==> src/rtl/saso_pkg.sv <==
// ============================================================================
// saso_pkg: shared definitions for the sorted assignment set unit
// Sizes, key layout, action/operation/status codes and the transfer structs.
// ============================================================================
package saso_pkg;

    // Sizes of the lists and of one stored assignment.
    localparam int DEPTH       = 64;
    localparam int NODE_BITS   = 20;
    localparam int KEY_BITS    = NODE_BITS + 1;
    localparam int ADDR_BITS   = $clog2(DEPTH);
    localparam int CNT_BITS    = $clog2(DEPTH + 1);
    localparam int INDEX_BITS  = 6;

    // Action codes carried by an input transfer.
    typedef enum logic [2:0] {
        ACT_CLEAR    = 3'd0,
        ACT_APPEND_A = 3'd1,
        ACT_APPEND_B = 3'd2,
        ACT_RUN      = 3'd3,
        ACT_READ     = 3'd4
    } action_t;

    // Operation codes for a run.
    typedef enum logic [2:0] {
        OP_UNION    = 3'd0,
        OP_DIFF     = 3'd1,
        OP_CONFLICT = 3'd2,
        OP_CONTAIN  = 3'd3,
        OP_SANITY   = 3'd4
    } op_t;

    // Status codes returned with every result.
    localparam logic [1:0] ST_OK    = 2'd0;
    localparam logic [1:0] ST_FULL  = 2'd1;
    localparam logic [1:0] ST_RANGE = 2'd2;

    // One input item.
    typedef struct packed {
        logic [2:0]            action;
        logic [NODE_BITS-1:0]  node_id;
        logic                  assigned_value;
        logic [2:0]            operation;
        logic [INDEX_BITS-1:0] read_index;
    } req_t;

    // One result item.
    typedef struct packed {
        logic                 verdict;
        logic [1:0]           status;
        logic [CNT_BITS-1:0]  count_a;
        logic [NODE_BITS-1:0] read_node;
        logic                 read_value;
    } rsp_t;

endpackage

==> src/rtl/saso_ram.sv <==
// ============================================================================
// saso_ram: generic single-write, single-read RAM
// One write port and one read port; the read data is registered.
// ============================================================================
module saso_ram #(
    parameter int WIDTH = 8,
    parameter int DEPTH = 16
) (
    input  logic                     clk,
    input  logic                     we,
    input  logic [$clog2(DEPTH)-1:0] waddr,
    input  logic [WIDTH-1:0]         wdata,
    input  logic [$clog2(DEPTH)-1:0] raddr,
    output logic [WIDTH-1:0]         rdata
);

    logic [WIDTH-1:0] mem [DEPTH];

    // Write port and registered read port.
    always_ff @(posedge clk)
    begin
        if (we)
        begin
            mem[waddr] <= wdata;
        end
        rdata <= mem[raddr];
    end

endmodule

==> src/rtl/sorted_assignment_set_ops_unit.sv <==
// ============================================================================
// sorted_assignment_set_ops_unit: merge, difference and checks on two lists
// Keeps two ascending lists of (node, value) keys and walks them in step.
// ============================================================================
// Timing: a clear or an append gives its result in the cycle after the input
// transfer; a read of list A goes through S_READ_OUT. A run walks both lists
// with one shared key comparator; each walk step is S_STEP_RD (RAM read), then
// S_STEP_EV (compare), and there are at most count_a + count_b + 1 steps
// (count_a + 1 for sanity), the last one finding the walk finished. Union and
// difference then copy the scratch list back into list A, with S_COPY_RD and
// S_COPY_WR for each kept entry and a final S_COPY_RD. The input is stalled
// while a run or a read is in progress and while an unconsumed result blocks
// the output.
module sorted_assignment_set_ops_unit (
    input  logic            clk,
    input  logic            rst_n,
    input  logic            req_valid,
    output logic            req_stall,
    input  saso_pkg::req_t  req,
    output logic            rsp_valid,
    input  logic            rsp_stall,
    output saso_pkg::rsp_t  rsp
);

    localparam int KB = saso_pkg::KEY_BITS;
    localparam int AB = saso_pkg::ADDR_BITS;
    localparam int CB = saso_pkg::CNT_BITS;

    typedef enum logic [2:0] {
        S_IDLE,
        S_READ_OUT,
        S_STEP_RD,
        S_STEP_EV,
        S_COPY_RD,
        S_COPY_WR
    } state_t;

    state_t          state_reg, state_next;
    logic [CB-1:0]   i_reg, i_next;
    logic [CB-1:0]   j_reg, j_next;
    logic [CB-1:0]   n_reg, n_next;
    logic [CB-1:0]   count_a_reg, count_a_next;
    logic [CB-1:0]   count_b_reg, count_b_next;
    logic [2:0]      op_reg, op_next;
    logic [KB-1:0]   prev_reg, prev_next;
    logic            over_reg, over_next;
    logic            rsp_valid_reg, rsp_valid_next;
    saso_pkg::rsp_t  rsp_reg, rsp_next;

    // RAM ports.
    logic            a_we, b_we, s_we;
    logic [AB-1:0]   a_waddr, b_waddr, s_waddr;
    logic [KB-1:0]   a_wdata, b_wdata, s_wdata;
    logic [AB-1:0]   a_raddr, b_raddr, s_raddr;
    logic [KB-1:0]   a_rdata, b_rdata, s_rdata;

    // Shared comparator and walk control.
    logic [KB-1:0]   cmp_lhs, cmp_rhs, merge_key;
    logic            key_lt, key_eq, node_eq;
    logic            a_more, b_more;
    logic            chk_done, chk_verdict, walk_done;

    saso_ram #(.WIDTH(KB), .DEPTH(saso_pkg::DEPTH)) u_list_a (
        .clk   (clk),
        .we    (a_we),
        .waddr (a_waddr),
        .wdata (a_wdata),
        .raddr (a_raddr),
        .rdata (a_rdata)
    );

    saso_ram #(.WIDTH(KB), .DEPTH(saso_pkg::DEPTH)) u_list_b (
        .clk   (clk),
        .we    (b_we),
        .waddr (b_waddr),
        .wdata (b_wdata),
        .raddr (b_raddr),
        .rdata (b_rdata)
    );

    saso_ram #(.WIDTH(KB), .DEPTH(saso_pkg::DEPTH)) u_scratch (
        .clk   (clk),
        .we    (s_we),
        .waddr (s_waddr),
        .wdata (s_wdata),
        .raddr (s_raddr),
        .rdata (s_rdata)
    );

    // The comparator sees A against B, or the previous A entry against the
    // current one during the sanity walk.
    always_comb
    begin
        if (op_reg == saso_pkg::OP_SANITY)
        begin
            cmp_lhs = prev_reg;
            cmp_rhs = a_rdata;
        end
        else
        begin
            cmp_lhs = a_rdata;
            cmp_rhs = b_rdata;
        end
        key_lt  = cmp_lhs < cmp_rhs;
        key_eq  = cmp_lhs == cmp_rhs;
        node_eq = cmp_lhs[KB-1:1] == cmp_rhs[KB-1:1];
        a_more  = i_reg < count_a_reg;
        b_more  = j_reg < count_b_reg;
    end

    // Sequencer next-state logic.
    always_comb
    begin
        state_next     = state_reg;
        i_next         = i_reg;
        j_next         = j_reg;
        n_next         = n_reg;
        count_a_next   = count_a_reg;
        count_b_next   = count_b_reg;
        op_next        = op_reg;
        prev_next      = prev_reg;
        over_next      = over_reg;
        rsp_valid_next = rsp_valid_reg && rsp_stall;
        rsp_next       = rsp_reg;

        a_we      = 1'b0;
        a_waddr   = i_reg[AB-1:0];
        a_wdata   = s_rdata;
        a_raddr   = i_reg[AB-1:0];
        b_we      = 1'b0;
        b_waddr   = count_b_reg[AB-1:0];
        b_wdata   = {req.node_id, req.assigned_value};
        b_raddr   = j_reg[AB-1:0];
        s_we      = 1'b0;
        s_waddr   = n_reg[AB-1:0];
        s_wdata   = a_rdata;
        s_raddr   = i_reg[AB-1:0];
        merge_key = a_rdata;

        chk_done    = 1'b0;
        chk_verdict = 1'b0;
        walk_done   = 1'b0;

        req_stall = (state_reg != S_IDLE) || (rsp_valid_reg && rsp_stall);

        case (state_reg)
            S_IDLE:
            begin
                a_raddr = AB'(req.read_index);
                if (req_valid && !req_stall)
                begin
                    rsp_next         = '0;
                    rsp_next.count_a = count_a_reg;
                    case (req.action)
                        saso_pkg::ACT_CLEAR:
                        begin
                            count_a_next     = '0;
                            rsp_next.count_a = '0;
                            rsp_valid_next   = 1'b1;
                        end
                        saso_pkg::ACT_APPEND_A:
                        begin
                            if (count_a_reg < CB'(saso_pkg::DEPTH))
                            begin
                                a_we             = 1'b1;
                                a_waddr          = count_a_reg[AB-1:0];
                                a_wdata          = {req.node_id, req.assigned_value};
                                count_a_next     = count_a_reg + CB'(1);
                                rsp_next.count_a = count_a_reg + CB'(1);
                            end
                            else
                            begin
                                rsp_next.status = saso_pkg::ST_FULL;
                            end
                            rsp_valid_next = 1'b1;
                        end
                        saso_pkg::ACT_APPEND_B:
                        begin
                            if (count_b_reg < CB'(saso_pkg::DEPTH))
                            begin
                                b_we         = 1'b1;
                                count_b_next = count_b_reg + CB'(1);
                            end
                            else
                            begin
                                rsp_next.status = saso_pkg::ST_FULL;
                            end
                            rsp_valid_next = 1'b1;
                        end
                        saso_pkg::ACT_RUN:
                        begin
                            i_next    = '0;
                            j_next    = '0;
                            n_next    = '0;
                            over_next = 1'b0;
                            op_next   = req.operation;
                            if (req.operation <= saso_pkg::OP_SANITY)
                            begin
                                state_next = S_STEP_RD;
                            end
                            else
                            begin
                                // An unknown operation only empties list B.
                                count_b_next   = '0;
                                rsp_valid_next = 1'b1;
                            end
                        end
                        saso_pkg::ACT_READ:
                        begin
                            if (CB'(req.read_index) < count_a_reg)
                            begin
                                state_next = S_READ_OUT;
                            end
                            else
                            begin
                                rsp_next.status = saso_pkg::ST_RANGE;
                                rsp_valid_next  = 1'b1;
                            end
                        end
                        default:
                        begin
                            rsp_valid_next = 1'b1;
                        end
                    endcase
                end
            end

            S_READ_OUT:
            begin
                rsp_next            = '0;
                rsp_next.count_a    = count_a_reg;
                rsp_next.read_node  = a_rdata[KB-1:1];
                rsp_next.read_value = a_rdata[0];
                rsp_valid_next      = 1'b1;
                state_next          = S_IDLE;
            end

            S_STEP_RD:
            begin
                state_next = S_STEP_EV;
            end

            S_STEP_EV:
            begin
                state_next = S_STEP_RD;
                case (op_reg)
                    saso_pkg::OP_UNION:
                    begin
                        if (!a_more && !b_more)
                        begin
                            walk_done = 1'b1;
                        end
                        else
                        begin
                            // Pick the smaller head; equal keys are kept once.
                            if (!b_more)
                            begin
                                merge_key = a_rdata;
                                i_next    = i_reg + CB'(1);
                            end
                            else if (!a_more)
                            begin
                                merge_key = b_rdata;
                                j_next    = j_reg + CB'(1);
                            end
                            else if (key_lt)
                            begin
                                merge_key = a_rdata;
                                i_next    = i_reg + CB'(1);
                            end
                            else if (!key_eq)
                            begin
                                merge_key = b_rdata;
                                j_next    = j_reg + CB'(1);
                            end
                            else
                            begin
                                merge_key = a_rdata;
                                i_next    = i_reg + CB'(1);
                                j_next    = j_reg + CB'(1);
                            end
                            if (n_reg >= CB'(saso_pkg::DEPTH))
                            begin
                                over_next = 1'b1;
                                walk_done = 1'b1;
                            end
                            else
                            begin
                                s_we    = 1'b1;
                                s_wdata = merge_key;
                                n_next  = n_reg + CB'(1);
                            end
                        end
                    end
                    saso_pkg::OP_DIFF:
                    begin
                        if (!a_more)
                        begin
                            walk_done = 1'b1;
                        end
                        else if (!b_more || key_lt)
                        begin
                            s_we   = 1'b1;
                            n_next = n_reg + CB'(1);
                            i_next = i_reg + CB'(1);
                        end
                        else if (!key_eq)
                        begin
                            j_next = j_reg + CB'(1);
                        end
                        else
                        begin
                            i_next = i_reg + CB'(1);
                            j_next = j_reg + CB'(1);
                        end
                    end
                    saso_pkg::OP_CONFLICT:
                    begin
                        if (!a_more || !b_more)
                        begin
                            chk_done = 1'b1;
                        end
                        else if (node_eq)
                        begin
                            if (!key_eq)
                            begin
                                chk_done    = 1'b1;
                                chk_verdict = 1'b1;
                            end
                            else
                            begin
                                i_next = i_reg + CB'(1);
                                j_next = j_reg + CB'(1);
                            end
                        end
                        else if (key_lt)
                        begin
                            i_next = i_reg + CB'(1);
                        end
                        else
                        begin
                            j_next = j_reg + CB'(1);
                        end
                    end
                    saso_pkg::OP_CONTAIN:
                    begin
                        if (!a_more || !b_more)
                        begin
                            chk_done    = 1'b1;
                            chk_verdict = !b_more;
                        end
                        else if (key_lt)
                        begin
                            i_next = i_reg + CB'(1);
                        end
                        else if (!key_eq)
                        begin
                            chk_done = 1'b1;
                        end
                        else
                        begin
                            i_next = i_reg + CB'(1);
                            j_next = j_reg + CB'(1);
                        end
                    end
                    saso_pkg::OP_SANITY:
                    begin
                        // Neighboring entries of A must not hold one node with two values.
                        if (!a_more)
                        begin
                            chk_done    = 1'b1;
                            chk_verdict = 1'b1;
                        end
                        else if ((i_reg != '0) && node_eq && !key_eq)
                        begin
                            chk_done = 1'b1;
                        end
                        else
                        begin
                            prev_next = a_rdata;
                            i_next    = i_reg + CB'(1);
                        end
                    end
                    default:
                    begin
                        chk_done = 1'b1;
                    end
                endcase

                // A check run ends with its verdict and empties list B.
                if (chk_done)
                begin
                    rsp_next         = '0;
                    rsp_next.count_a = count_a_reg;
                    rsp_next.verdict = chk_verdict;
                    rsp_valid_next   = 1'b1;
                    count_b_next     = '0;
                    state_next       = S_IDLE;
                end

                // Union and difference copy the scratch list back into A.
                if (walk_done)
                begin
                    i_next     = '0;
                    state_next = S_COPY_RD;
                end
            end

            S_COPY_RD:
            begin
                if (i_reg >= n_reg)
                begin
                    count_a_next     = n_reg;
                    count_b_next     = '0;
                    rsp_next         = '0;
                    rsp_next.count_a = n_reg;
                    rsp_next.status  = over_reg ? saso_pkg::ST_FULL : saso_pkg::ST_OK;
                    rsp_valid_next   = 1'b1;
                    state_next       = S_IDLE;
                end
                else
                begin
                    state_next = S_COPY_WR;
                end
            end

            S_COPY_WR:
            begin
                a_we       = 1'b1;
                i_next     = i_reg + CB'(1);
                state_next = S_COPY_RD;
            end

            default:
            begin
                state_next = S_IDLE;
            end
        endcase
    end

    // State and registered outputs.
    always_ff @(posedge clk or negedge rst_n)
    begin
        if (!rst_n)
        begin
            state_reg     <= S_IDLE;
            i_reg         <= '0;
            j_reg         <= '0;
            n_reg         <= '0;
            count_a_reg   <= '0;
            count_b_reg   <= '0;
            op_reg        <= '0;
            over_reg      <= 1'b0;
            rsp_valid_reg <= 1'b0;
        end
        else
        begin
            state_reg     <= state_next;
            i_reg         <= i_next;
            j_reg         <= j_next;
            n_reg         <= n_next;
            count_a_reg   <= count_a_next;
            count_b_reg   <= count_b_next;
            op_reg        <= op_next;
            over_reg      <= over_next;
            rsp_valid_reg <= rsp_valid_next;
        end
    end

    // Payload registers.
    always_ff @(posedge clk)
    begin
        prev_reg <= prev_next;
        rsp_reg  <= rsp_next;
    end

    assign rsp_valid = rsp_valid_reg;
    assign rsp       = rsp_reg;

endmodule

==> config.mk <==
export PLATFORM = sky130hd
export DESIGN_NAME = sorted_assignment_set_ops_unit
export DESIGN_NICKNAME = d
export VERILOG_FILES = /design/src/rtl/saso_pkg.sv /design/src/rtl/saso_ram.sv /design/src/rtl/sorted_assignment_set_ops_unit.sv
export SDC_FILE = /design/constraint.sdc
export NUM_CORES = 2
export LEC_CHECK = 0
export ABC_AREA = 0
export ABC_CLOCK_PERIOD_IN_PS = 7100
export BUFFER_PORTS_ARGS = -buffer_cell sky130_fd_sc_hd__buf_4
export CAP_MARGIN = 20
export CORE_UTILIZATION = 50
export CTS_CLUSTER_SIZE = 8
export DETAILED_ROUTE_END_ITERATION = 10
export MAX_ROUTING_LAYER = met4
export PLACE_DENSITY = 0.65
export SYNTH_ARGS = -nofsm -noshare
export SYNTH_HDL_FRONTEND = slang
export SYNTH_HIERARCHICAL = 1
export SYNTH_SLANG_ARGS = --single-unit
==> constraint.sdc <==
create_clock -name clk -period 7.1 [get_ports clk]
set_clock_uncertainty 0.1 [all_clocks]
set_input_delay 1.775 -clock clk [delete_from_list [all_inputs] [get_ports clk]]
set_output_delay 1.775 -clock clk [all_outputs]
set_load 0.1 [all_outputs]
==> impl_metrics.py <==
metrics = {
    "run_status": {
        "status": "complete, but fails checks",
        "failed_checks": "design-rule violations",
    },
    "route": {
        "antenna_left": 0,
        "remaining_drc_errors": 22,
        "firstDrtPassIters": 9,
        "vias": 81033,
        "wl_per_cell_um": 32.7,
        "drt-initial-drc-count": 9869,
        "wl_mm": 417,
        "vias_per_cell": 6.35,
    },
    "timing": {
        "tightest_slew_ns": 1.11,
        "holdWs_ns": 0.423,
        "slew_headroom_pct": 25.1,
        "period_needed_ns": 5.98,
        "tns_ns": 0,
        "hold_viol": 0,
        "slew_viol_final": 0,
        "grt_setup_unrepaired": "no",
        "max_freq_ghz": 0.167,
        "setup_ws_ns": 1.12,
        "setup_viol": 0,
        "period_share_pct": 84.2,
    },
    "final_layout": {
        "largestRegisters": "u_list_a/mem (1344), u_list_b/mem (1344), u_scratch/mem (1344)",
        "drive_gt1_share_pct": 28.4,
        "finalInstanceArea_mm2": 0.187,
        "finalNonFillerCells": 12756,
        "finalNetCount": 8330,
        "syn2layout_area_growth_pct": 14.5,
        "final_common_cell": "edfxtp_1",
        "mostFrequentLayoutCells": "4084 x edfxtp_1, 940 x mux4_2, 604 x clkbuf_16",
    },
    "logic_synthesis": {
        "async_reset_ff_share_pct": 1.03,
        "synthTopCellsByArea": "edfxtp_1 75%, mux4_2 13%, mux2i_1 2.3%",
        "netlist_instances": 7640,
        "ys_seq_area_share_pct": 76.7,
        "synth_area_mm2": 0.163,
        "syn_nets": 7729,
        "yosys_warnings": 6,
        "synth_ff_type": "edfxtp_1",
        "netlist.area_leader.share_pct": 75.2,
        "yosysTopAreaCell": "edfxtp_1",
        "synth.distinct_cells": 94,
        "synth-edff-count": 4084,
        "syn_avg_cell_area_um2": 21.3,
        "synth-seq-cells": 4190,
    },
    "global_routing": {
        "grt_pass1_vias": 81685,
        "overflow": 0,
        "grt_pass1_wl_mm": 597,
        "track_usage_pct": 26.1,
        "antenna_found_initial": 26,
        "grt_start_max_net_pins": 100,
    },
    "placement": {
        "dp_hpwl_mm": 250,
        "routabilityCongestion": 0.913,
        "place_area_mm2": 0.170,
        "dpl_worst_slack_ns": 1.07,
        "dp.cells": 11958,
        "io_buffers": 69,
    },
    "worst_setup_path": {
        "worstPathRequired_ns": 7.73,
        "startpoint": "op_reg[0]",
        "timing.rr.end": "u_scratch/mem[22][17]",
        "cp_max_fo": 34,
        "rrSetupSlack_ns": 1.12,
        "path_class": "reg -> reg",
        "worstRegToRegCells": 16,
        "cp.arrival_ns": 6.61,
        "startpoint_type": "flip-flop",
        "critPathCapture": "u_scratch/mem[22][17]",
        "timing.rr.start": "op_reg[0]",
        "crit_path_end_kind": "flip-flop",
    },
    "cts": {
        "post_cts_buffers": 0,
        "postCtsHoldBufs": 0,
        "clkTransAtPathRegs_ns": 0.05,
        "clock_path_buffers": 4,
        "clock_latency_ns": 1.05,
        "cts_htree_levels": 6,
        "clock_sinks": 4190,
        "postCtsResizedCells": 0,
        "clock-root-buffer": "clkbuf_16",
        "cts_tree": "done",
        "cts_buffers": 595,
    },
    "power": {
        "clock_power_share_pct": 36.6,
        "p_per_area_mw_per_mm2": 369,
        "switching_share_pct": 28.8,
        "p_comb_share_pct": 20.4,
        "irDropWorstVdd_uv": 304,
        "seq_power_share_pct": 43.0,
        "leakagePower_uw": 0.0584,
        "p_int_uw": 49000,
        "p_sw_uw": 19800,
    },
    "run": {
        "maxCapViolations": 0,
    },
    "min_path": {
        "min_from": "j_reg[6]",
        "whs_path_depth": 1,
        "hold_path_class": "reg -> reg",
    },
    "die": {
        "start_util_pct": 50.3,
        "dieArea_mm2": 0.328,
        "core_region_area_mm2": 0.324,
        "num_rows": 209,
        "die_h_um": 573,
        "die_width_um": 573,
        "io_pins": 70,
    },
}
[metal layers]
metal | up-vias | part of all wire, % | GRT usage [%]
met2 | 3978 | 48 | 40.4
met4 | 0 | 3.9 | 9.63
met5 | - | 0 | -
li1 | 33164 | - | -
met1 | 43159 | 39 | 35.0
met3 | 732 | 8.6 | 4.55
[worst max-delay path: stages, from the launching register on]
cell	delay [ns]
dfrtp_1	0.36
buf_4	0.18
nor2_1	0.25
nand2_2	0.52
buf_4	0.42
mux2i_1	0.14
ha_1	0.37
nand4_1	0.21
nor3_1	0.10
a221oi_2	0.41
nand3_4	0.20
a311oi_2	0.64
nor2b_1	0.34
nand3_1	0.28
buf_4	0.26
nor2_2	0.52
buf_4	0.32
[how the worst min path moves through the flow]
| stage | end |
|---|---|
| floorplan | j_reg[6] |
| global placement | j_reg[6] |
| detailed placement | j_reg[6] |
| CTS | j_reg[6] |
| global route | j_reg[6] |
| finish | j_reg[6] |
[cell families (layout without fill, tap and decap cells)]
| logic type | after synthesis | in the layout | share of synthesized area, % |
|---|---|---|---|
| xor gates and xnor gates | 8 | 8 | 0.0430 |
| AOI/OAI and AO/OA | 753 | 753 | 3.18 |
| other | 0 | 13 | 0 |
| DFF | 4190 | 4190 | 76.7 |
| and+or+nand+nor | 769 | 769 | 2.30 |
| adders and majority gates | 52 | 52 | 0.399 |
| muxes | 1413 | 1413 | 16.0 |
| buffers and inverters | 455 | 1233 | 1.45 |
[through the flow]
stage | total power, uW | util [%]
floorplan | 38600 | -
global placement | 43800 | 52.5
detailed placement | 44000 | 52.5
CTS | 69200 | 57.5
global route | 70800 | 57.6
finish | 68800 | 57.6
[power groups by stage]
stage	Clock (uW)	Sequential [uW]	Combinational (uW)
after floorplan	0	30000	8620
after global placement	0	30000	13800
after detailed placement	0	30000	14000
after CTS	25600	29600	14100
after global routing	26500	29500	14700
final	25200	29600	14000
[cell type report]
class,instances,area (um2)
diodes,13,32.5
clock buffers,724,15600
clock inverters,50,747
fillers,23357,138000
inverters,30,113
multi-input cells,2995,36300
flip-flops and latches,4190,125000
well taps,4325,5410
repair buffers,429,3550
[Yosys cell counts (80+ instances only)]
cell      instances
a22oi_1         113
buf_4            80
o21ai_0         137
mux2i_1         379
o22ai_1          97
nand2_1         161
mux4_2          940
edfxtp_1       4084
clkbuf_1        196
buf_2            93
nor2_1          281
mux2_2           94
(Power assumes the default switching activity.)
